[config.mk]
export PLATFORM = sky130hd
export DESIGN_NAME = sorted_node_key_shift_store
export DESIGN_NICKNAME = d
export VERILOG_FILES = /design/src/design/sns_pkg.sv /design/src/design/sns_cell.sv /design/src/design/sns_cell_row.sv /design/src/design/sorted_node_key_shift_store.sv
export SDC_FILE = /design/constraint.sdc
export NUM_CORES = 2
export LEC_CHECK = 0
export ABC_CLOCK_PERIOD_IN_PS = 4600
export CAP_MARGIN = 0
export CORE_MARGIN = 5
export CORE_UTILIZATION = 45
export DETAILED_ROUTE_END_ITERATION = 6
export DONT_BUFFER_PORTS = 1
export SLEW_MARGIN = 20
export SYNTH_ARGS = -nofsm -noshare
export SYNTH_HDL_FRONTEND = slang
export SYNTH_HIERARCHICAL = 1
export SYNTH_SLANG_ARGS = --single-unit
[constraint.sdc]
create_clock -name aclk -period 4.6 [get_ports aclk]
set_input_delay 1.15 -clock aclk [delete_from_list [all_inputs] [get_ports aclk]]
set_output_delay 1.15 -clock aclk [all_outputs]
set_load 0.01 [all_outputs]
[src/design/sns_pkg.sv]
// Shared types and constants for the sorted node key shift store.
// No dependencies; used by sns_cell, sns_cell_row and sorted_node_key_shift_store.
package sns_pkg;

    // default node order and result limits
    localparam int MAX_KEYS_DEF = 15;
    localparam int MAX_RESULTS  = 16;
    localparam int POS_W        = 5;
    localparam int WORD_W       = 32;
    localparam int RES_CNT_W    = 5;

    // status codes carried with each result
    typedef enum logic [1:0] {
        STATUS_OK   = 2'd0,
        STATUS_FULL = 2'd1,
        STATUS_BAD  = 2'd2
    } status_t;

    // sequencer states, one-hot
    typedef enum logic [1:0] {
        ST_IDLE   = 2'b01,
        ST_SPLICE = 2'b10
    } state_t;

    // per-cell load selection
    typedef struct packed {
        logic load_new;
        logic take_lower;
        logic take_upper;
    } cell_ctrl_t;

    // command from the sequencer to the cell row
    typedef struct packed {
        logic insert_en;
        logic shift_en;
    } row_cmd_t;

endpackage

[src/design/sns_cell.sv]
// One storage cell of the node: a key and a data word.
// Depends on sns_pkg for the cell control struct and word width.
module sns_cell (
    input  logic                            aclk,
    input  sns_pkg::cell_ctrl_t             ctrl,
    input  logic [sns_pkg::WORD_W-1:0]      new_key,
    input  logic [sns_pkg::WORD_W-1:0]      new_data,
    input  logic [sns_pkg::WORD_W-1:0]      lower_key,
    input  logic [sns_pkg::WORD_W-1:0]      lower_data,
    input  logic [sns_pkg::WORD_W-1:0]      upper_key,
    input  logic [sns_pkg::WORD_W-1:0]      upper_data,
    output logic [sns_pkg::WORD_W-1:0]      key_q,
    output logic [sns_pkg::WORD_W-1:0]      data_q
);

    logic [sns_pkg::WORD_W-1:0] key_reg, key_next;
    logic [sns_pkg::WORD_W-1:0] data_reg, data_next;

    // pick the new entry, the lower neighbor or the upper neighbor
    always_comb begin
        key_next  = key_reg;
        data_next = data_reg;
        if (ctrl.load_new) begin
            key_next  = new_key;
            data_next = new_data;
        end else if (ctrl.take_lower) begin
            key_next  = lower_key;
            data_next = lower_data;
        end else if (ctrl.take_upper) begin
            key_next  = upper_key;
            data_next = upper_data;
        end
    end

    // payload storage, no reset
    always_ff @(posedge aclk) begin
        key_reg  <= key_next;
        data_reg <= data_next;
    end

    assign key_q  = key_reg;
    assign data_q = data_reg;

endmodule

[src/design/sns_cell_row.sv]
// Row of storage cells that shift up on insert and down one place per step on splice.
// Depends on sns_pkg and sns_cell.
module sns_cell_row #(
    parameter int CAP   = sns_pkg::MAX_KEYS_DEF + 1,
    parameter int CMP_W = sns_pkg::POS_W
) (
    input  logic                            aclk,
    input  sns_pkg::row_cmd_t               cmd,
    input  logic [CMP_W-1:0]                start,
    input  logic [CMP_W-1:0]                count,
    input  logic [sns_pkg::WORD_W-1:0]      new_key,
    input  logic [sns_pkg::WORD_W-1:0]      new_data,
    output logic [sns_pkg::WORD_W-1:0]      head_key,
    output logic [sns_pkg::WORD_W-1:0]      head_data
);

    logic [sns_pkg::WORD_W-1:0] key_q  [CAP];
    logic [sns_pkg::WORD_W-1:0] data_q [CAP];

    // chain of cells with neighbor links
    for (genvar i = 0; i < CAP; i++) begin : g_cell
        localparam logic [CMP_W-1:0] IDX     = CMP_W'(i);
        localparam logic [CMP_W-1:0] IDX_UP  = CMP_W'(i + 1);

        sns_pkg::cell_ctrl_t        ctrl;
        logic [sns_pkg::WORD_W-1:0] lower_key, lower_data;
        logic [sns_pkg::WORD_W-1:0] upper_key, upper_data;

        if (i == 0) begin : g_bottom
            assign lower_key  = '0;
            assign lower_data = '0;
        end else begin : g_lower
            assign lower_key  = key_q[i-1];
            assign lower_data = data_q[i-1];
        end

        if (i == CAP - 1) begin : g_top
            assign upper_key  = '0;
            assign upper_data = '0;
        end else begin : g_upper
            assign upper_key  = key_q[i+1];
            assign upper_data = data_q[i+1];
        end

        // insert opens a slot at start, splice closes the slot at start
        assign ctrl.load_new   = cmd.insert_en && (IDX == start);
        assign ctrl.take_lower = cmd.insert_en && (IDX > start) && (IDX <= count);
        assign ctrl.take_upper = cmd.shift_en && (IDX >= start) && (IDX_UP < count);

        sns_cell u_cell (
            .aclk       (aclk),
            .ctrl       (ctrl),
            .new_key    (new_key),
            .new_data   (new_data),
            .lower_key  (lower_key),
            .lower_data (lower_data),
            .upper_key  (upper_key),
            .upper_data (upper_data),
            .key_q      (key_q[i]),
            .data_q     (data_q[i])
        );
    end

    // entry at the start position, the one a splice step removes
    always_comb begin
        head_key  = '0;
        head_data = '0;
        for (int j = 0; j < CAP; j++) begin
            if (CMP_W'(j) == start) begin
                head_key  = head_key  | key_q[j];
                head_data = head_data | data_q[j];
            end
        end
    end

endmodule

[src/design/sorted_node_key_shift_store.sv]
// Top level of the sorted node key shift store: stream ports, sequencer, result register.
// Depends on sns_pkg and sns_cell_row.
//
//  channel | direction | tdata fields (low bit up)                        | tuser / tlast
//  s_      | in        | position, end_position, key_value, data_value,   | tuser: kind
//          |           | return_removed (75 bits, padded to 80)           |
//  m_      | out       | removed_key, removed_data, count_after           | tuser: status,
//          |           | (69 bits, padded to 72)                          | removed_valid; tlast
//
// An insert, a rejected request or a bad splice range has its result in the cycle after accept.
// A valid splice takes end_position - position steps after accept, one cell shift per cycle
// along the cell row; each step emits one removed entry when return_removed is set.
// One transaction is in work at a time; a held result stalls the splice steps.
// aresetn clears the entry count and the sequencer; cell contents are undefined until written.
module sorted_node_key_shift_store #(
    parameter int MAX_KEYS = sns_pkg::MAX_KEYS_DEF
) (
    input  logic        aclk,
    input  logic        aresetn,
    input  logic        s_tvalid,
    output logic        s_tready,
    input  logic [79:0] s_tdata,   // position, end_position, key_value, data_value, return_removed
    input  logic        s_tuser,   // kind
    output logic        m_tvalid,
    input  logic        m_tready,
    output logic [71:0] m_tdata,   // removed_key, removed_data, count_after
    output logic [2:0]  m_tuser,   // status, removed_valid
    output logic        m_tlast
);

    localparam int CAP   = MAX_KEYS + 1;
    localparam int CNT_W = $clog2(CAP + 1);
    localparam int PW    = sns_pkg::POS_W;
    localparam int WW    = sns_pkg::WORD_W;
    localparam int RW    = sns_pkg::RES_CNT_W;
    localparam int CMP_W = (CNT_W > PW) ? CNT_W : PW;

    // input fields
    logic          in_kind, in_want;
    logic [PW-1:0] in_pos_raw, in_end_raw;
    logic [WW-1:0] in_key, in_data;

    assign in_kind    = s_tuser;
    assign in_pos_raw = s_tdata[4:0];
    assign in_end_raw = s_tdata[9:5];
    assign in_key     = s_tdata[41:10];
    assign in_data    = s_tdata[73:42];
    assign in_want    = s_tdata[74];

    // sequencer and result registers
    sns_pkg::state_t  state_reg, state_next;
    logic [CNT_W-1:0] count_reg, count_next;
    logic [CNT_W-1:0] remaining_reg, remaining_next;
    logic [CNT_W-1:0] final_reg, final_next;
    logic [CMP_W-1:0] start_reg, start_next;
    logic             want_reg, want_next;
    logic [RW-1:0]    emitted_reg, emitted_next;

    logic             out_valid_reg, out_valid_next;
    sns_pkg::status_t out_status_reg, out_status_next;
    logic             out_rvalid_reg, out_rvalid_next;
    logic [WW-1:0]    out_key_reg, out_key_next;
    logic [WW-1:0]    out_data_reg, out_data_next;
    logic [PW-1:0]    out_count_reg, out_count_next;
    logic             out_last_reg, out_last_next;

    logic             out_free, in_acc, step;
    logic [CMP_W-1:0] in_pos, in_end, count_ext, row_start, span;
    logic             is_full, ins_bad, spl_bad, ins_ok;
    sns_pkg::row_cmd_t row_cmd;
    logic [WW-1:0]    head_key, head_data;

    // handshake and request checks
    assign out_free  = !out_valid_reg || m_tready;
    assign s_tready  = (state_reg == sns_pkg::ST_IDLE) && out_free;
    assign in_acc    = s_tvalid && s_tready;
    assign step      = (state_reg == sns_pkg::ST_SPLICE) && out_free;

    assign in_pos    = CMP_W'(in_pos_raw);
    assign in_end    = CMP_W'(in_end_raw);
    assign count_ext = CMP_W'(count_reg);
    assign span      = in_end - in_pos;

    assign is_full   = count_reg >= CNT_W'(CAP);
    assign ins_bad   = in_pos > count_ext;
    assign spl_bad   = (in_end > count_ext) || (in_end <= in_pos);
    assign ins_ok    = in_acc && !in_kind && !is_full && !ins_bad;

    // cell row command
    assign row_cmd.insert_en = ins_ok;
    assign row_cmd.shift_en  = step;
    assign row_start = (state_reg == sns_pkg::ST_SPLICE) ? start_reg : in_pos;

    sns_cell_row #(
        .CAP   (CAP),
        .CMP_W (CMP_W)
    ) u_row (
        .aclk      (aclk),
        .cmd       (row_cmd),
        .start     (row_start),
        .count     (count_ext),
        .new_key   (in_key),
        .new_data  (in_data),
        .head_key  (head_key),
        .head_data (head_data)
    );

    // sequencer next state and result loading
    always_comb begin
        state_next      = state_reg;
        count_next      = count_reg;
        remaining_next  = remaining_reg;
        final_next      = final_reg;
        start_next      = start_reg;
        want_next       = want_reg;
        emitted_next    = emitted_reg;
        out_valid_next  = out_valid_reg && !m_tready;
        out_status_next = out_status_reg;
        out_rvalid_next = out_rvalid_reg;
        out_key_next    = out_key_reg;
        out_data_next   = out_data_reg;
        out_count_next  = out_count_reg;
        out_last_next   = out_last_reg;

        case (state_reg)
            sns_pkg::ST_IDLE: begin
                if (in_acc) begin
                    out_valid_next  = 1'b1;
                    out_rvalid_next = 1'b0;
                    out_key_next    = '0;
                    out_data_next   = '0;
                    out_last_next   = 1'b1;
                    out_count_next  = PW'(count_ext);
                    if (!in_kind) begin
                        if (is_full) begin
                            out_status_next = sns_pkg::STATUS_FULL;
                        end else if (ins_bad) begin
                            out_status_next = sns_pkg::STATUS_BAD;
                        end else begin
                            out_status_next = sns_pkg::STATUS_OK;
                            count_next      = count_reg + CNT_W'(1);
                            out_count_next  = PW'(CMP_W'(count_reg + CNT_W'(1)));
                        end
                    end else if (spl_bad) begin
                        out_status_next = sns_pkg::STATUS_BAD;
                    end else begin
                        // valid splice: results come from the step cycles
                        out_valid_next = 1'b0;
                        start_next     = in_pos;
                        remaining_next = CNT_W'(span);
                        final_next     = count_reg - CNT_W'(span);
                        want_next      = in_want;
                        emitted_next   = '0;
                        state_next     = sns_pkg::ST_SPLICE;
                    end
                end
            end
            sns_pkg::ST_SPLICE: begin
                if (step) begin
                    count_next     = count_reg - CNT_W'(1);
                    remaining_next = remaining_reg - CNT_W'(1);
                    // removed entry, up to the result limit
                    if (want_reg && (emitted_reg < RW'(sns_pkg::MAX_RESULTS))) begin
                        out_valid_next  = 1'b1;
                        out_status_next = sns_pkg::STATUS_OK;
                        out_rvalid_next = 1'b1;
                        out_key_next    = head_key;
                        out_data_next   = head_data;
                        out_count_next  = PW'(CMP_W'(final_reg));
                        out_last_next   = (remaining_reg == CNT_W'(1)) ||
                                          (emitted_reg == RW'(sns_pkg::MAX_RESULTS - 1));
                        emitted_next    = emitted_reg + RW'(1);
                    end
                    if (remaining_reg == CNT_W'(1)) begin
                        state_next = sns_pkg::ST_IDLE;
                        // single summary result when removed entries are discarded
                        if (!want_reg) begin
                            out_valid_next  = 1'b1;
                            out_status_next = sns_pkg::STATUS_OK;
                            out_rvalid_next = 1'b0;
                            out_key_next    = '0;
                            out_data_next   = '0;
                            out_count_next  = PW'(CMP_W'(final_reg));
                            out_last_next   = 1'b1;
                        end
                    end
                end
            end
            default: begin
                state_next = sns_pkg::ST_IDLE;
            end
        endcase
    end

    // control state
    always_ff @(posedge aclk) begin
        if (!aresetn) begin
            state_reg     <= sns_pkg::ST_IDLE;
            count_reg     <= '0;
            out_valid_reg <= 1'b0;
        end else begin
            state_reg     <= state_next;
            count_reg     <= count_next;
            out_valid_reg <= out_valid_next;
        end
    end

    // payload and per-transaction bookkeeping
    always_ff @(posedge aclk) begin
        remaining_reg  <= remaining_next;
        final_reg      <= final_next;
        start_reg      <= start_next;
        want_reg       <= want_next;
        emitted_reg    <= emitted_next;
        out_status_reg <= out_status_next;
        out_rvalid_reg <= out_rvalid_next;
        out_key_reg    <= out_key_next;
        out_data_reg   <= out_data_next;
        out_count_reg  <= out_count_next;
        out_last_reg   <= out_last_next;
    end

    // result port
    assign m_tvalid = out_valid_reg;
    assign m_tdata  = {3'b000, out_count_reg, out_data_reg, out_key_reg};
    assign m_tuser  = {out_rvalid_reg, out_status_reg};
    assign m_tlast  = out_last_reg;

    // a result without a removed entry always closes its transaction
    a_plain_is_last: assert property (@(posedge aclk) disable iff (!aresetn)
        (out_valid_reg && !out_rvalid_reg) |-> out_last_reg)
        else $error("result without removed entry not marked last");

    // removed entries only come with ok status
    a_removed_ok: assert property (@(posedge aclk) disable iff (!aresetn)
        (out_valid_reg && out_rvalid_reg) |-> (out_status_reg == sns_pkg::STATUS_OK))
        else $error("removed entry with error status");

    // entry count never exceeds the node capacity
    a_count_cap: assert property (@(posedge aclk) disable iff (!aresetn)
        count_reg <= CNT_W'(CAP))
        else $error("entry count above capacity");

    // a splice in progress always has steps left
    a_splice_steps: assert property (@(posedge aclk) disable iff (!aresetn)
        (state_reg == sns_pkg::ST_SPLICE) |-> (remaining_reg != '0))
        else $error("splice state with no steps left");

    // a step lowers the count by one
    a_step_count: assert property (@(posedge aclk) disable iff (!aresetn)
        step |=> (count_reg == $past(count_reg) - CNT_W'(1)))
        else $error("splice step did not lower the count");

endmodule

# After elaboration in Yosys (flattened, before gate mapping)
# Index checks and enable logic that the tools add are counted.
[totals]
in_bits = 85
output_inout_bits = 78
reg_bits = 1126
elab_cells = 495
[classes]
magnitude_cmp = 69
n_mux = 197
n_eq_ne = 26
bitwise_logic = 31
reduce_logical = 120
n_addsub = 6
[ops]
columns = ["cell", "count"]
rows = [
  ["$mux W32", 136],
  ["$or A32 B32 Y32", 30],
  ["$pmux W32 S2", 2],
  ["$mux W5", 19],
  ["$logic_and A1 B1 Y1", 88],
  ["$reduce_bool A3 Y1", 16],
  ["$eq A4 B5 Y1 const A", 8],
  ["$ge A4 B5 Y1 const A", 8],
  ["$gt A4 B5 Y1 const A", 8],
  ["$le A4 B5 Y1 const A", 8],
  ["$lt A4 B5 Y1 const A", 8],
  ["$pmux W5 S2", 4],
  ["$mux W2", 14],
  ["$eq A3 B5 Y1 const A", 4],
  ["$ge A3 B5 Y1 const A", 4],
  ["$gt A3 B5 Y1 const A", 4],
  ["$le A3 B5 Y1 const A", 4],
  ["$lt A3 B5 Y1 const A", 4],
  ["$mux W1", 17],
  ["$add A5 B1 Y5 const B", 2],
  ["$eq A2 B5 Y1 const A", 2],
  ["$ge A1 B5 Y1 const A", 2],
  ["$ge A2 B5 Y1 const A", 2],
  ["$gt A1 B5 Y1 const A", 2],
  ["31 further kinds", 53],
]

# Longest topological paths before layout
[logic_depth]
ltp_word = 39
depth_mapped = 19
ltp_nobuf = 10

# Modules after synthesis
# The synthesis kept the hierarchy.
[by_module_without_submodules]
columns = ["mod", "area_per_inst_um2", "cells_per_inst", "instances"]
rows = [
  ["sns_cell", 3271.9, 278, 16],
  ["sns_cell_row", 9083.7, 1250, 1],
  ["sorted_node_key_shift_store", 5501.5, 562, 1],
]

# Worst setup path after synthesis
# Ideal clock, no wire load.
[synth_timing]
kind = "input to register"
from = "input port s_tdata[4]"
to = "register u_row.g_cell[9].u_cell.data_reg (netlist bit u_row/g_cell[9].u_cell/data_q[0]) (enable)"
slack_ns = -0.244
cell_stages = 10
required_ns = 4.175
path_buffers = 2
setup_time_ns = 0.425
arrival_ns = 4.419
path_cell_list = "ha_1 nand2_1 nor4_1 a31oi_2 nor2_1 clkbuf_1 nand2_1 nor3_1 buf_6 or3_1"
[synth_rtl]
columns = ["element", "line_no", "text"]
rows = [
  ["from (decl)", "sorted_node_key_shift_store.sv:22", "input logic [79:0] s_tdata,"],
  ["to (signal assigned)", "sns_cell.sv:38", "data_reg <= data_next;"],
  ["to (decl)", "sns_cell.sv:17", "logic [sns_pkg::WORD_W-1:0] data_reg, data_next;"],
]

# Worst setup path in the final report
[layout_timing]
from = "register state_reg[0]"
to = "register out_data_reg[16], data pin"
[layout_between]
elab_chain_cells = 39
[layout_rtl]
columns = ["element", "line_no", "text"]
rows = [
  ["from (decl)", "sorted_node_key_shift_store.sv:51", "sns_pkg::state_t state_reg, state_next;"],
  ["from (signal assigned)", "sorted_node_key_shift_store.sv:198", "state_reg <= sns_pkg::ST_IDLE;"],
  ["from (signal assigned)", "sorted_node_key_shift_store.sv:202", "state_reg <= state_next;"],
  ["$eq A2 B2 Y1 *", "sorted_node_key_shift_store.sv:92", "assign row_start = (state_reg == sns_pkg::ST_SPLICE) ? start_reg : in_pos;"],
  ["$mux W5 *", "sorted_node_key_shift_store.sv:92", ""],
  ["net row_start[1]", "sorted_node_key_shift_store.sv:68", "logic [CMP_W-1:0] in_pos, in_end, count_ext, row_start, span;"],
  ["$logic_not A5 Y1", "sns_cell_row.sv:69", "if (CMP_W'(j) == start) begin"],
  ["$mux W32", "sns_cell_row.sv:69", ""],
  ["$or A32 B32 Y32", "sns_cell_row.sv:71", "head_data = head_data | data_q[j];"],
  ["$mux W32", "sns_cell_row.sv:69", ""],
  ["$or A32 B32 Y32", "sns_cell_row.sv:71", ""],
  ["(+25 left out)", "n/a", ""],
  ["$or A32 B32 Y32", "sns_cell_row.sv:71", ""],
  ["$mux W32 *", "sns_cell_row.sv:69", ""],
  ["net head_data[16]", "sorted_node_key_shift_store.sv:71", "logic [WW-1:0] head_key, head_data;"],
  ["$mux W32 *", "sorted_node_key_shift_store.sv:163", "if (want_reg && (emitted_reg < RW'(sns_pkg::MAX_RESULTS))) begin"],
  ["$mux W32", "sorted_node_key_shift_store.sv:177", "if (!want_reg) begin"],
  ["$mux W32 *", "sorted_node_key_shift_store.sv:174", "if (remaining_reg == CNT_W'(1)) begin"],
  ["$mux W32 *", "sorted_node_key_shift_store.sv:159", "if (step) begin"],
  ["$pmux W32 S2 *", "sorted_node_key_shift_store.sv:125", "case (state_reg)"],
  ["to (signal assigned)", "sorted_node_key_shift_store.sv:218", "out_data_reg <= out_data_next;"],
  ["to (decl)", "sorted_node_key_shift_store.sv:63", "logic [WW-1:0] out_data_reg, out_data_next;"],
]
# The timed path passes the listed nets; every way through them passes the cells marked *. The select of a mux whose other input is x is not followed.
# A chain may end at the register's enable or synchronous reset.

==> impl_results.md <==
- Layout Utilization: 0.502
- Syn Area/Cell: 10.7 sq um
- Number of global-route vias before repair: around 51000
- Fin. max-slew vios: 0
- Cts bufs inserted: roughly 130
- Setup repair bufs after CTS: 0
- Worst path arrival time: around 4.8 ns
- Worst-path fanout max: 29
- Cell Area, Synth: 66900 sq um
- Max Cap Violations: 0
- Die Wd: 396 um
- CTS Sinks: 1126
- Hold_sp: s_tdata[4]
- Headroom to the max-slew limit: 0.122
- Seq/Total Area, Yosys: 0.504
- Tightest Pin Transition: 1.32 ns
- Post-DP HPWL: 153000 um
- RSZ-0062 raised after global routing: no
- Final Wtd Congestion: 0.879
- Initial antenna violation count: 8
- Root buf cell: clkbuf_16
- Ys async rst share: 0
- Largest area contributor in the netlist: edfxtp_1
- Clk buf depth: 3
- Area growth syn-to-layout: 10.8%
- CTS tree: yes
- Worst hold path class: input pin to flip-flop
- Peak Freq: 241 MHz
- Die area: 157000 sq um
- First-pass GRT wire length: roughly 370000 um
- Critical path's slowest cell: nor2_8
- Worst setup startpoint: state_reg[0]
- Most used cell, CP: buf_4
- Post_cts resized: 0
- Critical path cell sequence: inv_1, ha_1, buf_4, o21ai_4, or3b_1, nor2_8, buf_4, a22oi_1, nand4_1, nand2_1, a21oi_1
- Post-synth top area share: 0.502
- Antenna Nets Post-Route: 0
- Synth Instances: about 6300
- CP max stage delay: about 0.91 ns
- Critical path startpoint category: flip-flop
- I/O Buffers: 0
- Initial Utilization: 0.453
- H-tree depth: 4
- Type of destination of the critical path: flip-flop
- Clock transition at the registers of the reported paths: 0.06 ns
- Setup violators final: 0
- Worst r2r src: state_reg[0]
- Worst-Skew Late Latency: between 0.7 and 0.8 ns
- Crit path required time: 5.21 ns
- Largest cells by area after synthesis: edfxtp_1 (50%), mux2i_1 (19%), o21ai_1 (7.7%), nand2_1 (7.0%), and3_1 (1.8%)
- DR WL/cell: 32.0 um
- Top_reg_cell synth: edfxtp_1
- Avg Vias per Cell: 6.56
- Power per Cell Area: 315 nW/um^2
- Number of DRC violations after detailed-routing iteration 0: 8099
- Total gr overflow: 0
- DR DRC count: 0
- Leakage: 23.1 nW
- Nets@finish: 6343
- Worst Reg-to-Reg Cells: 11
- Cell Rows: 141
- Hold Fails Final Rpt: 0
- Clock period minus worst slack: a little over 4 ns
- Fraction of layout cells with a size suffix above 1: 0.0859
- Cell count of the worst hold path: 0
- Number of flops mapped to enable cells by yosys: 1118
- Io pins: between 150 and 200
- TNS Setup: 0 ns
- Routed Wire Length: roughly 260000 um
- Hold-fix buffers, CTS: 0
- Die Height: a little under 400 um
- Number of detailed-route iterations in the first pass: 7
- Largest net degree at the start of global routing: 129
- Synthesized flop and latch total: 1126
- Status: finished clean
- CORE AREA: between 100000 and 150000 sq um
- Synthesis warning total: 6
- Final worst-path cycle share: 0.900
- Via count: 54200
- Tot GR Track Use: 0.324
- Peak supply drop: 0.358 mV
- Clock Skew: between 0.02 and 0.03 ns
- Crit path kind: flip-flop to flip-flop
- Yosys cell types: 79
## cell families after synthesis
group | Yosys count | share of synthesized area
and+or+nand+nor | 1756 | 0.115
DFF | 1126 | 0.504
other | 2 | 0.000112
buffers and inverters | 555 | 0.0505
muxes | 1284 | 0.192
xor gates and xnor gates | 12 | 0.00157
adders and majority gates | 29 | 0.00565
AOI/OAI and AO/OA | 1496 | 0.131
## final timing paths
check                          end  slack (ns)
hold reg to reg       state_reg[1]        0.51
setup reg to reg  out_data_reg[16]        0.46
setup / recovery  out_data_reg[16]        0.46
hold / removal        start_reg[4]        0.47
## cells in the final DEF, fill, tap and decap left out, types with 21 or more instances in the layout
master,n
buf_12,110
ha_1,27
a21oi_1,88
clkinv_1,28
clkbuf_1,30
clkbuf_16,139
edfxtp_1,1118
a2111oi_2,37
o2bb2ai_1,51
a2111oi_0,23
inv_1,33
o21ai_1,1024
mux2i_1,1270
clkinv_2,21
and3_1,187
a211oi_1,61
buf_4,114
a22oi_1,58
nand2_1,1248
nand4_1,65
conb_1,133
nor2_1,98
o22ai_1,60
## report_power, final
part | total [W] | internal [W] | switching (W)
logic | 0.00150 | 0.000482 | 0.00101
clock network | 0.0103 | 0.00582 | 0.00450
registers | 0.0115 | 0.0114 | 0.000159
## layout make-up
| cell class | count | area [sq um] |
|---|---|---|
| Antenna cell | 4 | 10.0 |
| Clock buffer | 173 | 3650 |
| Clock inverter | 66 | 468 |
| Fill cell | 13200 | 73700 |
| Inverter | 34 | 130 |
| Multi-Input combinational cell | 4710 | 30700 |
| Sequential cell | 1126 | 33700 |
| Tap cell | 1930 | 2410 |
| Timing Repair Buffer | 224 | 3060 |
## synthesized netlist by cell type (13+ instances only)
master     number
a2111oi_0      23
a2111oi_2      37
a211oi_1       62
a21oi_1        89
a22oi_1        58
and3_1        193
buf_2         167
buf_4          40
buf_6          76
buf_8          32
clkbuf_1      196
edfxtp_1     1118
ha_1           27
inv_1          34
mux2_2         13
mux2i_1      1270
nand2_1      1248
nand3_1        16
nand4_1        65
nor2_1        109
nor3_1         23
o21ai_0        24
o21ai_1      1025
o22ai_1        60
o2bb2ai_1      51
or3_1          21
## metrics by stage
step	total power, W	instance area [sq um]	worst slack (ns)	instances	hold WS, ns
floorplan	0.0126	67400	0.150	6391	0.457
global placement	0.0132	70000	0.189	8021	0.477
detailed placement	0.0132	70000	0.224	8022	0.491
CTS	0.0234	74100	0.583	8261	0.425
global route	0.0239	74200	0.412	8264	0.438
finish	0.0234	74200	0.459	8267	0.468
## metal layers
metal	GRT usage	up-vias	wire length, um	part of all wire
li1	-	23200	-	-
met4	0.146	4	14400	0.054
met5	0	-	27	0.00010
met2	0.500	3999	116000	0.44
met1	0.435	26200	102000	0.38
met3	0.0762	884	32800	0.12
## worst max-delay path, delay by kind of cell, from the launching register on
kind,cells,cell delay (ns)
AOI/OAI and AO/OA,3,0.77
DFF,1,0.36
adders and majority gates,1,0.23
buffers and inverters,3,0.77
and+or+nand+nor,4,1.80
No activity file was read; power rests on OpenSTA's default activity.
